File: src/sv/bdasc_pkg.sv
// ----------------------------------------------------------------------------
// bdasc_pkg: shared types and constants
// widths of the binary input, the bcd chain and the counters, plus the
// control struct that drives each digit cell
// ----------------------------------------------------------------------------
package bdasc_pkg;

  localparam int unsigned BIN_W     = 64;
  localparam int unsigned NUM_DIGITS = 20;
  localparam int unsigned NIB_W     = 4;
  localparam int unsigned CHAR_W    = 6;
  localparam int unsigned STEP_W    = $clog2(BIN_W + 1);
  localparam int unsigned REM_W     = $clog2(NUM_DIGITS + 1);

  localparam logic [STEP_W-1:0] STEPS_TOTAL = STEP_W'(BIN_W);
  localparam logic [REM_W-1:0]  DIGITS_TOTAL = REM_W'(NUM_DIGITS);
  localparam logic [REM_W-1:0]  ONE_LEFT     = REM_W'(1);
  localparam logic [CHAR_W-1:0] ASCII_ZERO   = CHAR_W'(48);
  localparam logic [NIB_W-1:0]  NIB_ZERO     = '0;

  typedef logic [NIB_W-1:0] nib_t;
  typedef nib_t [NUM_DIGITS-1:0] bcd_t;

  // per-cell control: clear starts a new item, step does one shift-add-3
  typedef struct packed {
    logic clr;
    logic step;
  } cell_ctl_t;

endpackage

File: src/sv/bdasc_cell.sv
// ----------------------------------------------------------------------------
// bdasc_cell: one bcd digit of the double-dabble chain
// adds 3 when the digit is 5 or more, then shifts in the carry from below
// ----------------------------------------------------------------------------
module bdasc_cell (
  input  logic                clk,
  input  bdasc_pkg::cell_ctl_t ctl,
  input  logic                carry_in,
  output logic                carry_out,
  output bdasc_pkg::nib_t     digit
);

  bdasc_pkg::nib_t nib_r;
  bdasc_pkg::nib_t nib_nxt;
  bdasc_pkg::nib_t adj;

  always_comb begin
    adj       = (nib_r >= bdasc_pkg::NIB_W'(5)) ? nib_r + bdasc_pkg::NIB_W'(3) : nib_r;
    carry_out = adj[bdasc_pkg::NIB_W-1];
    nib_nxt   = nib_r;
    if (ctl.clr) begin
      nib_nxt = bdasc_pkg::NIB_ZERO;
    end else if (ctl.step) begin
      nib_nxt = {adj[bdasc_pkg::NIB_W-2:0], carry_in};
    end
  end

  always_ff @(posedge clk) begin
    nib_r <= nib_nxt;
  end

  assign digit = nib_r;

endmodule

File: src/sv/bdasc_conv.sv
// ----------------------------------------------------------------------------
// bdasc_conv: binary to bcd converter
// a row of digit cells fed one input bit per cycle, msb first
// ----------------------------------------------------------------------------
module bdasc_conv (
  input  logic                               clk,
  input  logic                               rst_n,
  input  logic                               load,
  input  logic [bdasc_pkg::BIN_W-1:0]        value,
  input  logic                               take,
  output logic                               res_valid,
  output logic                               idle,
  output bdasc_pkg::bcd_t                    res
);

  logic [bdasc_pkg::BIN_W-1:0]  bin_r;
  logic [bdasc_pkg::BIN_W-1:0]  bin_nxt;
  logic [bdasc_pkg::STEP_W-1:0] cnt_r;
  logic [bdasc_pkg::STEP_W-1:0] cnt_nxt;
  logic                         valid_r;
  logic                         valid_nxt;
  logic                         stepping;
  bdasc_pkg::cell_ctl_t         ctl;
  logic [bdasc_pkg::NUM_DIGITS:0] carry;

  assign stepping  = valid_r && (cnt_r != '0);
  assign res_valid = valid_r && (cnt_r == '0);
  assign idle      = !valid_r;
  assign ctl.clr   = load;
  assign ctl.step  = stepping;
  assign carry[0]  = bin_r[bdasc_pkg::BIN_W-1];

  for (genvar d = 0; d < bdasc_pkg::NUM_DIGITS; d++) begin : g_cell
    bdasc_cell u_cell (
      .clk       (clk),
      .ctl       (ctl),
      .carry_in  (carry[d]),
      .carry_out (carry[d+1]),
      .digit     (res[d])
    );
  end

  always_comb begin
    bin_nxt   = bin_r;
    cnt_nxt   = cnt_r;
    valid_nxt = valid_r;
    if (load) begin
      bin_nxt   = value;
      cnt_nxt   = bdasc_pkg::STEPS_TOTAL;
      valid_nxt = 1'b1;
    end else begin
      if (stepping) begin
        bin_nxt = {bin_r[bdasc_pkg::BIN_W-2:0], 1'b0};
        cnt_nxt = cnt_r - bdasc_pkg::STEP_W'(1);
      end
      if (take) begin
        valid_nxt = 1'b0;
      end
    end
  end

  always_ff @(posedge clk) begin
    if (!rst_n) begin
      valid_r <= 1'b0;
      cnt_r   <= '0;
    end else begin
      valid_r <= valid_nxt;
      cnt_r   <= cnt_nxt;
    end
  end

  always_ff @(posedge clk) begin
    bin_r <= bin_nxt;
  end

endmodule

File: src/sv/bdasc_emit.sv
// ----------------------------------------------------------------------------
// bdasc_emit: digit emitter
// holds one converted number, drops leading zeros one a cycle and sends
// the remaining digits as ascii, most significant first
// ----------------------------------------------------------------------------
module bdasc_emit (
  input  logic                              clk,
  input  logic                              rst_n,
  input  logic                              load,
  input  bdasc_pkg::bcd_t                   bcd,
  input  logic                              out_ready,
  output logic                              out_valid,
  output logic [bdasc_pkg::CHAR_W-1:0]      out_char,
  output logic                              out_last,
  output logic                              free
);

  bdasc_pkg::bcd_t              buf_r;
  bdasc_pkg::bcd_t              buf_nxt;
  logic [bdasc_pkg::REM_W-1:0]  rem_r;
  logic [bdasc_pkg::REM_W-1:0]  rem_nxt;
  logic                         busy_r;
  logic                         busy_nxt;
  logic                         lead_r;
  logic                         lead_nxt;
  bdasc_pkg::nib_t              top;
  logic                         skip;
  logic                         sent;

  assign top       = buf_r[bdasc_pkg::NUM_DIGITS-1];
  assign out_last  = (rem_r == bdasc_pkg::ONE_LEFT);
  assign out_valid = busy_r && (!lead_r || (top != bdasc_pkg::NIB_ZERO) || out_last);
  assign out_char  = bdasc_pkg::ASCII_ZERO + bdasc_pkg::CHAR_W'(top);
  assign skip      = busy_r && !out_valid;
  assign sent      = out_valid && out_ready;
  assign free      = !busy_r || (sent && out_last);

  always_comb begin
    buf_nxt  = buf_r;
    rem_nxt  = rem_r;
    busy_nxt = busy_r;
    lead_nxt = lead_r;
    if (load) begin
      buf_nxt  = bcd;
      rem_nxt  = bdasc_pkg::DIGITS_TOTAL;
      busy_nxt = 1'b1;
      lead_nxt = 1'b1;
    end else if (skip || sent) begin
      buf_nxt = {buf_r[bdasc_pkg::NUM_DIGITS-2:0], bdasc_pkg::NIB_ZERO};
      rem_nxt = rem_r - bdasc_pkg::ONE_LEFT;
      if (sent) begin
        lead_nxt = 1'b0;
        if (out_last) begin
          busy_nxt = 1'b0;
        end
      end
    end
  end

  always_ff @(posedge clk) begin
    if (!rst_n) begin
      busy_r <= 1'b0;
      lead_r <= 1'b0;
      rem_r  <= '0;
    end else begin
      busy_r <= busy_nxt;
      lead_r <= lead_nxt;
      rem_r  <= rem_nxt;
    end
  end

  always_ff @(posedge clk) begin
    buf_r <= buf_nxt;
  end

endmodule

File: src/sv/binary_to_decimal_ascii.sv
// ----------------------------------------------------------------------------
// binary_to_decimal_ascii: 64-bit unsigned binary to decimal ascii text
// double-dabble conversion in a chain of twenty bcd digit cells, followed
// by a digit emitter that streams the digits msb first without leading zeros
// ----------------------------------------------------------------------------
//  channel | ports              | payload
//  --------+--------------------+--------------------------------------------
//  in      | in_tvalid/tready   | in_tdata[63:0] value
//  out     | out_tvalid/tready  | out_tdata[5:0] digit_char, out_tlast last_digit
//
//  an item in the cell chain takes a load that clears the cells, then
//  64 shift steps, one input bit shifted per cycle
//  the chain can take a new item while the previous number's
//  1 to 20 digits leave through the emitter; leading zeros drop out one per cycle
//  reset (rst_n low, synchronous) empties the chain and the emitter
//  a stalled output holds the emitter; the chain keeps converting and then
//  waits with its result until the emitter has sent its last digit
// ----------------------------------------------------------------------------
module binary_to_decimal_ascii (
  input  logic        clk,
  input  logic        rst_n,
  input  logic        in_tvalid,
  output logic        in_tready,
  input  logic [63:0] in_tdata,   // [63:0] value
  output logic        out_tvalid,
  input  logic        out_tready,
  output logic [7:0]  out_tdata,  // [5:0] digit_char, [7:6] zero
  output logic        out_tlast   // last_digit
);

  logic                           conv_res_valid;
  logic                           conv_idle;
  bdasc_pkg::bcd_t                conv_res;
  logic                           emit_free;
  logic                           handoff;
  logic                           in_accept;
  logic [bdasc_pkg::CHAR_W-1:0]   digit_char;

  // result moves to the emitter as soon as it is free, possibly in the same
  // cycle as the emitter's last digit leaves
  assign handoff   = conv_res_valid && emit_free;
  // chain takes a new item when empty or when its result leaves this cycle
  assign in_tready = conv_idle || handoff;
  assign in_accept = in_tvalid && in_tready;

  bdasc_conv u_conv (
    .clk       (clk),
    .rst_n     (rst_n),
    .load      (in_accept),
    .value     (in_tdata),
    .take      (handoff),
    .res_valid (conv_res_valid),
    .idle      (conv_idle),
    .res       (conv_res)
  );

  bdasc_emit u_emit (
    .clk       (clk),
    .rst_n     (rst_n),
    .load      (handoff),
    .bcd       (conv_res),
    .out_ready (out_tready),
    .out_valid (out_tvalid),
    .out_char  (digit_char),
    .out_last  (out_tlast),
    .free      (emit_free)
  );

  // pad the 6-bit character to a whole byte
  assign out_tdata = {2'b00, digit_char};

  // the chain is busy for its shift steps right after taking an item
  a_busy_after_accept: assert property (@(posedge clk) disable iff (!rst_n)
    in_tvalid && in_tready |=> !in_tready)
    else $error("input taken again during conversion");

  // every emitted character is a decimal digit
  a_digit_range: assert property (@(posedge clk) disable iff (!rst_n)
    out_tvalid |-> (out_tdata[5:0] >= 6'd48) && (out_tdata[5:0] <= 6'd57))
    else $error("emitted character is not a decimal digit");

  // a handoff never overwrites a number still being sent
  a_no_overwrite: assert property (@(posedge clk) disable iff (!rst_n)
    out_tvalid && !out_tready |-> !handoff)
    else $error("emitter reloaded while a digit is pending");

endmodule
File: config.mk
export PLATFORM = sky130hd
export DESIGN_NAME = binary_to_decimal_ascii
export DESIGN_NICKNAME = d
export VERILOG_FILES = /design/src/sv/bdasc_pkg.sv /design/src/sv/bdasc_cell.sv /design/src/sv/bdasc_conv.sv /design/src/sv/bdasc_emit.sv /design/src/sv/binary_to_decimal_ascii.sv
export SDC_FILE = /design/constraint.sdc
export NUM_CORES = 1
export LEC_CHECK = 0
export BUFFER_PORTS_ARGS = -buffer_cell sky130_fd_sc_hd__buf_2
export CORE_MARGIN = 4
export CORE_UTILIZATION = 52
export DETAILED_ROUTE_END_ITERATION = 10
export GPL_TIMING_DRIVEN = 0
export MAX_ROUTING_LAYER = met4
export PLACE_DENSITY = 0.73
export SLEW_MARGIN = 30
export SYNTH_ARGS = -nofsm -noshare
export SYNTH_HDL_FRONTEND = slang
export SYNTH_SLANG_ARGS = --single-unit
File: constraint.sdc
create_clock -name clk -period 4.05 [get_ports clk]
set_clock_uncertainty 0.1 [all_clocks]
set_input_delay 1.215 -clock clk [delete_from_list [all_inputs] [get_ports clk]]
set_output_delay 1.215 -clock clk [all_outputs]
set_load 0.03 [all_outputs]
==> metrics, run 1 <==
I/O Buffers 74; Non-Filler Instances around 1400; Layout fillers ~1700; ant diodes 0; initial core utilization 53.5%; Synth Warn # 0; Post-CTS Setup Bufs 0; CP Data Arrival Time 2.22 ns; Residual DRC 0; Post-synth EDFFs 144; Startpoint Class flop; Net Switching approximately 2000 uW; worst setup margin ~0.51 ns; Final Hold Fails 0; Routed Antenna Nets 0; Initial DRT Pass Iterations 5; Critical Path RT approximately 2.7 ns; vias in the first global route 7504; switching portion of total power between 20% and 30%; clk sinks approximately 240; Rows 53; via count between 7000 and 8000; CTS root buffer clkbuf_16; Yosys reg bits approximately 240; crit path capture type output port; CTS tree done; static leakage between 0.005 and 0.006 uW; Hold WC Path Type flop to flop; Final setup viols 0; latest clock arrival within the worst-skew pair roughly 0.52 ns; RePlAce Congestion approximately 0.82; Worst-path clk slew 0.06 ns; antenna violations before repair 0; cells after synthesis around 1000; Syn Area/Cell roughly 11 um2; post-layout min period 3.54 ns; initial DRC count approximately 410; Slew Limit Headroom a little over half; Post-synth ARST share 0%; chip height approximately 160 um; Logic pwr share 21.1%; via/cell ratio about 5.5; pre-CTS WS between 0.7 and 0.8 ns; first-pass GRT wire length ~38000 um; drt wl/cell 17.0 um; Post-DP HPWL between 15000 and 20000 um; H-tree depth 1; RSZ-0062 raised after global routing no; Top FF cell, synth edfxtp_1; die area around 0.024 mm2; CTS resizes 0; Max VDD drop just over 300 uV; Mapped Area between 0.01 and 0.015 mm2; sequential-to-total area share from yosys stat a little over half; period utilization approximately 87%; internal power 5210 uW; largest net degree at the start of global routing 50; status finished clean; num ports 79; Seq pwr share approximately 46%; Least-Margin Pin Slew about 0.7 ns; gr usage total 19.7%; TritonCTS Buffers 26; Power Dens Cells 554 mW/mm2; critical path class flop to output port; Crit Path Max Fanout 5; proportion of power drawn by the clock network 33.3%; final WL 23800 um; Cell variety after synth between 40 and 50; Placeable Area ~0.021 mm2; Post-CTS Hold Buffers 0; Post-layout nets roughly 1200; GR Overflow Total 0; Post-Layout Inst Area between 0.01 and 0.015 mm2; placed cells between 1000 and 1500; max_cap viols 0; Die X approximately 160 um; final max-slew violation count 0; clk buf depth 3; Fmax between 200 and 300 MHz; layout cells sized above 1 23.1%; synthesis-to-layout area growth 14.7%; Placement Cell Area between 0.01 and 0.015 mm2
==> registers in the layout, summed over array words and instances (netlist names) <==
signal	flops
u_emit.busy_r	1
u_conv.valid_r	1
u_conv.bin_r	64
u_emit.lead_r	1
u_conv.g_cell.u_cell.digit	80
u_conv.cnt_r	7
u_emit.buf_r	76
u_emit.top	4
u_emit.rem_r	5
==> stage by stage <==
step	TNS (ns)	utilization [%]	total power [uW]	hold slack (ns)
3_3_place_gp	-43.86	56.9	4780	0.341
5_1_grt	0	61.3	7570	0.378
3_5_place_dp	0	57.2	4850	0.346
2_1_floorplan	0	-	4400	0.332
6_report	0	61.3	7210	0.355
4_1_cts	0	61.3	7270	0.355
==> layer usage <==
layer  GRT usage, %  up-vias  part of all wire (%)  wire [um]
met2           32.2      149                    49      11600
met5              -        -                     0          0
met4           4.63        0                   2.1        511
met3           2.69       44                   4.0        942
met1           26.3     3725                    45      10800
li1               -     3752                     -          -
==> final timing paths <==
check / cells after the start / end / slack (ns) / start
worst max-delay path: 6 / in_tready / 0.51 / u_emit.rem_r[1]
worst min-delay path: 2 / u_conv.g_cell[19].u_cell.digit[1] / 0.35 / u_conv.g_cell[19].u_cell.digit[1]
worst max register to register: 7 / u_emit.buf_r[27] / 1.14 / u_emit.rem_r[1]
worst min register to register: 2 / u_conv.g_cell[19].u_cell.digit[1] / 0.35 / u_conv.g_cell[19].u_cell.digit[1]
==> final cells by class <==
class                      count  area [um2]  area share [%]
inverter                      49         184            1.41
clock buffer                  34         722            5.55
timing repair buffer          76         425            3.27
sequential                   239        6230            47.9
clock inverter                14         155            1.19
multi-input combinational    654        4650            35.7
buffer                        55         303            2.33
tap                          275         344            2.64
==> worst max-delay path, stage by stage (launching register included) <==
cell     delay (ns)
dfxtp_1        0.32
inv_1          0.09
ha_1           0.17
or4b_4         0.51
o21ai_4        0.21
a21bo_4        0.19
buf_2          0.20
==> power by group through the flow <==
stage | Clock (uW) | Sequential [uW] | Combinational, uW
after floorplan | 0 | 3280 | 1120
after global placement | 0 | 3330 | 1450
after detailed placement | 0 | 3330 | 1520
after CTS | 2440 | 3290 | 1530
after global routing | 2560 | 3320 | 1690
final | 2400 | 3290 | 1520
==> logic make-up (layout without fill, tap and decap cells) <==
family / Yosys count / count (layout) / synth area share [%]
buffers and inverters: 104 / 228 / 4.29
muxes: 120 / 120 / 12.9
adders and majority gates: 44 / 44 / 4.85
AOI/OAI and AO/OA: 210 / 210 / 10.5
and+or+nand+nor: 247 / 247 / 10.3
other: 2 / 4 / 0.0662
xor gates and xnor gates: 29 / 29 / 2.24
DFF: 239 / 239 / 54.9
==> synthesized netlist by cell type (8+ instances only) <==
master	instances	area, um2
mux2_4	37	556
nor3b_1	19	143
o21ai_0	79	395
xnor2_1	26	228
buf_2	23	115
a211oi_1	37	278
clkbuf_1	19	71.3
edfxtp_1	144	4320
buf_4	8	60.1
ha_1	44	551
dfxtp_1	95	1900
nand2b_1	21	131
nor2_1	29	109
a21oi_1	82	410
mux2i_1	19	190
inv_1	49	184
nand2_1	127	477
mux2_2	59	664
nand3_1	23	115
==> layout by cell type, fill, tap and decap left out, drive strengths merged, types with 4 or more instances in the layout <==
master,n
clkinv,7
mux2i,19
clkbuf,53
o21ai,81
or3,4
nor3b,19
a211oi,37
and2,5
xnor2,26
ha,44
inv,50
nor2,30
buf,112
nand3,23
edfxtp,144
nor3,4
conb,4
mux2,101
nand2b,21
dfxtp,95
a21oi,82
nand2,128
Note: power is estimated with default switching activity, not from simulation.
==> run 2: changes to the inputs <==
Settings changed: ABC_AREA set to 1.
==> run 2 against run 1 <==
Combinational power decreased by 11%. Worst setup slack improved by 0.026 ns. Sequential cell count unchanged. Design area increased by 2.9%. Count of clock-buffer cells in the layout increased by 2. Global-route usage increased by 1.9 points. Fmax increased by 0.75%.
==> metrics, run 2 <==
status finished clean; Cell variety after synth 29; chip height about 160 um; most frequent cells in the layout 448 x nand2_1, 201 x inv_1, 174 x o21ai_0, 144 x edfxtp_1, 109 x buf_2; crit path capture type output port; Post-CTS Setup Bufs 0; Crit Path Max Fanout 9; share of the synthesized area in the top cell type between 30% and 40%; post-layout min period ~3.5 ns; Final setup viols 0; latest clock arrival within the worst-skew pair between 0.5 and 0.6 ns; Post-CTS Hold Buffers 0; Crit path max-delay family simple AND/OR/NAND/NOR gates; CP max-delay cell nand2_2; Slew Limit Headroom 46.6%; TritonCTS Buffers 26; max_cap viols 0; RePlAce Congestion ~0.86; first-pass GRT wire length 42700 um; cell mode on critical path buf_2; H-tree depth 1; num ports a little under 80; Yosys reg bits about 240; Post-synth ARST share 0%; CP Data Arrival Time 2.20 ns; CTS tree done; Hold WC Path Type flop to flop; synth top area cells edfxtp_1 37%, dfxtp_1 16%, nand2_1 14%, o21ai_0 7.4%, inv_1 6.4%; Mapped Area about 0.012 mm2; commonest cells in the netlist 450 x nand2_1, 201 x inv_1, 174 x o21ai_0; Seq pwr share between 40% and 50%; Post-DP HPWL roughly 18000 um; post-layout util 60.6%; Least-Margin Pin Slew 0.802 ns; internal power between 4000 and 5000 uW; gr usage total 21.6%; Post-layout nets around 1600; total power roughly 6900 uW; final max-slew violation count 0; RSZ-0062 raised after global routing no; Fmax 285 MHz; Net Switching 2020 uW; most common cell after layout, fill and taps aside nand2_1; Post-synth EDFFs 144; Initial DRT Pass Iterations 6; via/cell ratio 5.14; critical path class input port to output port; Residual DRC 0; Critical Path RT 2.73 ns; Placeable Area 0.0221 mm2; Synth Warn # 0; Logic pwr share approximately 20%; die area around 0.025 mm2; initial DRC count 841; Routed Antenna Nets 0; Critical path buffers and inverters 2; Worst path max stage delay between 0.2 and 0.3 ns; Max VDD drop around 330 uV; clk sinks 239; Worst-path clk slew approximately 0.06 ns; vias in the first global route a little under 9000; largest net degree at the start of global routing ~80; count leader, synth nand2_1; sequential-to-total area share from yosys stat roughly 53%; area leader, netlist edfxtp_1; static leakage approximately 0.0064 uW; I/O Buffers 74; initial core utilization 53.4%; clk buf depth 3; Layout fillers between 1500 and 2000; Rows 54; max reg flops 80; Startpoint Class input port; layout cells sized above 1 a little under an eighth; via count 9281; proportion of power drawn by the clock network between 30% and 40%; antenna violations before repair 1; Setup TNS 0 ns; switching portion of total power between 20 and 30%; final WL approximately 27000 um; cells along the critical path buf_2 -> nand4_1 -> nand2_1 -> nand2_2 -> nand2_4 -> buf_2; Final Hold Fails 0; drt wl/cell 14.7 um; CTS resizes 0; CTS root buffer clkbuf_16; GR Overflow Total 0; period utilization 86.7%; Top FF cell, synth edfxtp_1; worst hold slack between 0.3 and 0.4 ns; Power Dens Cells between 500 and 600 mW/mm2; synthesis-to-layout area growth 13.6%; cells after synthesis approximately 1400; Syn Area/Cell about 8.4 um2; Die X 159 um
run 2: path summary, 6_finish.rpt:
check / end / from / cells past startpoint / slack, ns
max: in_tready / out_tready / 6 / 0.54
min: u_conv.cnt_r[0] / u_conv.cnt_r[0] / 2 / 0.37
max reg2reg: u_emit.buf_r[28] / u_conv.cnt_r[0] / 10 / 1.19
min reg2reg: u_conv.cnt_r[0] / u_conv.cnt_r[0] / 2 / 0.37
run 2: per-layer routing:
metal	routed length, um	part of all wire [%]	track usage (%)	up-vias
li1	-	-	-	4702
met1	11800	44	28.8	4286
met2	12700	48	35.1	249
met3	1510	5.7	3.29	44
met4	511	1.9	5.08	0
met5	0	0	-	-
run 2: cell type report:
class / instances / area [um2] / area share, %
clock buffers: 36 / 739 / 5.52
inverters: 202 / 758 / 5.66
multi-input cells: 893 / 4440 / 33.1
repair buffers: 75 / 390 / 2.92
clock inverters: 12 / 85.1 / 0.635
diodes: 1 / 2.50 / 0.0187
flip-flops and latches: 239 / 6230 / 46.5
plain buffers: 66 / 400 / 2.99
well taps: 280 / 350 / 2.62
run 2: worst register-to-register path: stages (launching register included):
cell and delay [ns]:
dfxtp_1 0.31, inv_1 0.14, ha_1 0.20, inv_1 0.04, nor2_1 0.12, nand3_2 0.09, nor2_2 0.10, nand2_2 0.24
buf_2 0.34, buf_2 0.27, nand2_8 0.48
run 2: power groups by stage:
stage / Sequential (uW) / Clock [uW] / Combinational (uW)
after CTS: 3220 / 2310 / 1360
after global routing: 3250 / 2430 / 1550
after global placement: 3270 / 0 / 1290
after detailed placement: 3260 / 0 / 1350
final: 3220 / 2280 / 1360
after floorplan: 3230 / 0 / 948
run 2: cell families after synthesis:
group | count (synthesis) | synth area share [%]
XOR/XNOR | 27 | 2.01
buffers and inverters | 268 | 9.83
other | 2 | 0.0637
adder cells (fa/ha/maj) | 44 | 4.67
AND/OR/NAND/NOR | 551 | 18.0
AO/OA/AOI/OAI | 267 | 12.6
flip-flops | 239 | 52.8
run 2: per-stage QoR:
stage / cell area (um2) / cells / setup WS (ns)
finish: 13400 / 1804 / 0.537
global route: 13400 / 1804 / 0.473
global placement: 12500 / 1754 / -0.862
detailed placement: 12600 / 1755 / 0.523
floorplan: 11800 / 1400 / 0.116
CTS: 13400 / 1803 / 0.551
==> run 3: changes to the inputs <==
Settings changed: CTS_BUF_LIST set to sky130_fd_sc_hd__clkbuf_4, RECOVER_POWER set to 100, SETUP_SLACK_MARGIN set to 0.02.
==> run 3 against run 2 <==
Design area down 0.91%. Fmax down 5.5%. Critical path depth up 3. Worst hold slack better by 0.00061 ns. Core utilization down 0.55 points. First-iteration DRC count down 8.0%. Register-to-register slack worse by 0.79 ns. Total power down 3.6%. Clock power down 9.6%. Die area unchanged. Via count up 2.9%.
==> metrics, run 3 (synthesized netlist as in run 2, its figures left out) <==
status finished clean; Post-CTS Hold Buffers 0; CTS resizes 0; Final Hold Fails 0; Post-layout nets 1650; static leakage roughly 0.0064 uW; clk buf depth 3; die area between 0.02 and 0.03 mm2; Power Dens Cells around 500 mW/mm2; crit path capture type output port; period utilization approximately nine tenths; chip height approximately 160 um; Post-CTS Setup Bufs 0; CTS tree done; CP max-delay cell dfxtp_1; vias in the first global route roughly 9100; Residual DRC 0; Hold EP u_conv.cnt_r[0]; Crit Path Max Fanout 9; initial DRC count 774; Slew Limit Headroom a little under 30%; max_cap viols 0; Layout fillers between 1500 and 2000; post-layout min period about 3.7 ns; Hold Crit Depth 2; Startpoint Class flop; antenna violations before repair 2; initial core utilization roughly 53%; Rows between 50 and 60; via count between 9000 and 10000; H-tree depth 2; Final setup viols 0; layout cells sized above 1 about an eighth; final max-slew violation count 0; pre-CTS WS 0.523 ns; r2r endpoint u_emit.buf_r[26]; final WL 26600 um; gr usage total a little over a fifth; Placeable Area 0.0221 mm2; CP Data Arrival Time 2.40 ns; post-layout util between 60% and 70%; reg2reg path depth 10; GR Overflow Total 0; Least-Margin Pin Slew approximately 1.1 ns; num ports between 70 and 80; worst setup margin ~0.33 ns; latest clock arrival within the worst-skew pair ~0.7 ns; drt wl/cell between 10 and 15 um; Routed Antenna Nets 0; Die X ~160 um; r2r startpoint u_conv.cnt_r[0]; Initial DRT Pass Iterations 6; critical path class flop to output port; Critical Path RT 2.73 ns; Hold WC Path Type flop to flop; CTS root buffer clkbuf_4; synthesis-to-layout area growth 12.5%; setup slack, reg-to-reg about 0.40 ns; most frequent cells in the layout 449 x nand2_1, 202 x inv_1, 174 x o21ai_0, 144 x edfxtp_1, 99 x clkbuf_4; RSZ-0062 raised after global routing no; Worst path max stage delay between 0.3 and 0.4 ns; via/cell ratio between 5 and 6; RePlAce Congestion 0.857; Post-DP HPWL 17800 um; Fmax between 200 and 300 MHz; Worst-path clk slew ~0.070 ns; cells along the critical path inv_1 -> ha_1 -> inv_1 -> nor2_1 -> nand3_2 -> nor2_1 -> nand2_2 -> nand2_1 -> buf_2; TritonCTS Buffers 61; most common cell after layout, fill and taps aside nand2_1; first-pass GRT wire length approximately 43000 um; max reg flops 80; clk sinks ~240; hold path start u_conv.cnt_r[0]; largest net degree at the start of global routing roughly 80; I/O Buffers 74; Max VDD drop between 200 and 300 uV
run 3: worst max path at each step:
stage | start | to | cells after the start
finish | u_conv.cnt_r[0] | in_tready | 9
global route | u_conv.cnt_r[0] | in_tready | 9
CTS | u_conv.cnt_r[0] | in_tready | 9
detailed placement | out_tready | u_emit.buf_r[26] | 7
global placement | out_tready | u_conv.bin_r[50] | 9
floorplan | out_tready | u_conv.bin_r[0] | 8
run 3: routing by layer:
layer	vias to the layer above	GRT usage, %	part of all wire (%)
met1	4417	28.9	45
met5	-	-	0
met2	265	35.0	48
li1	4821	-	-
met3	50	3.56	5.4
met4	0	6.90	1.8
run 3: cell type report:
type                    count  area (um2)  share of cell area (%)
inverters                 202         758                    5.71
multi-input cells         893        4420                    33.3
flip-flops and latches    239        6230                    46.9
plain buffers              66         339                    2.56
well taps                 280         350                    2.64
clock buffers              99         743                    5.60
repair buffers             75         383                    2.89
clock inverters            11        45.0                   0.339
diodes                      2        5.00                  0.0377
run 3: per-stage QoR:
step / hold slack [ns] / area [um2] / power [uW] / std cells / setup TNS [ns]
2_1_floorplan: 0.339 / 11800 / 4180 / 1400 / 0
3_3_place_gp: 0.351 / 12500 / 4560 / 1754 / -77.38
3_5_place_dp: 0.355 / 12600 / 4610 / 1755 / 0
4_1_cts: 0.366 / 13400 / 6690 / 1865 / 0
5_1_grt: 0.383 / 13300 / 7020 / 1867 / 0
6_report: 0.368 / 13300 / 6610 / 1867 / 0
run 3: critical path: cells and delay by family, from the launching register on:
kind	cells	cell delay [ns]
DFF	1	0.31
and+or+nand+nor	5	0.79
adders and majority gates	1	0.20
buffers and inverters	3	0.41
run 3: power breakdown:
group          leakage (uW)  total, uW  internal, uW  switching, uW
combinational       0.00373       1330           399            932
clock              0.000477       2060          1100            961
sequential          0.00215       3220          3080            142
total               0.00636       6610          4570           2030
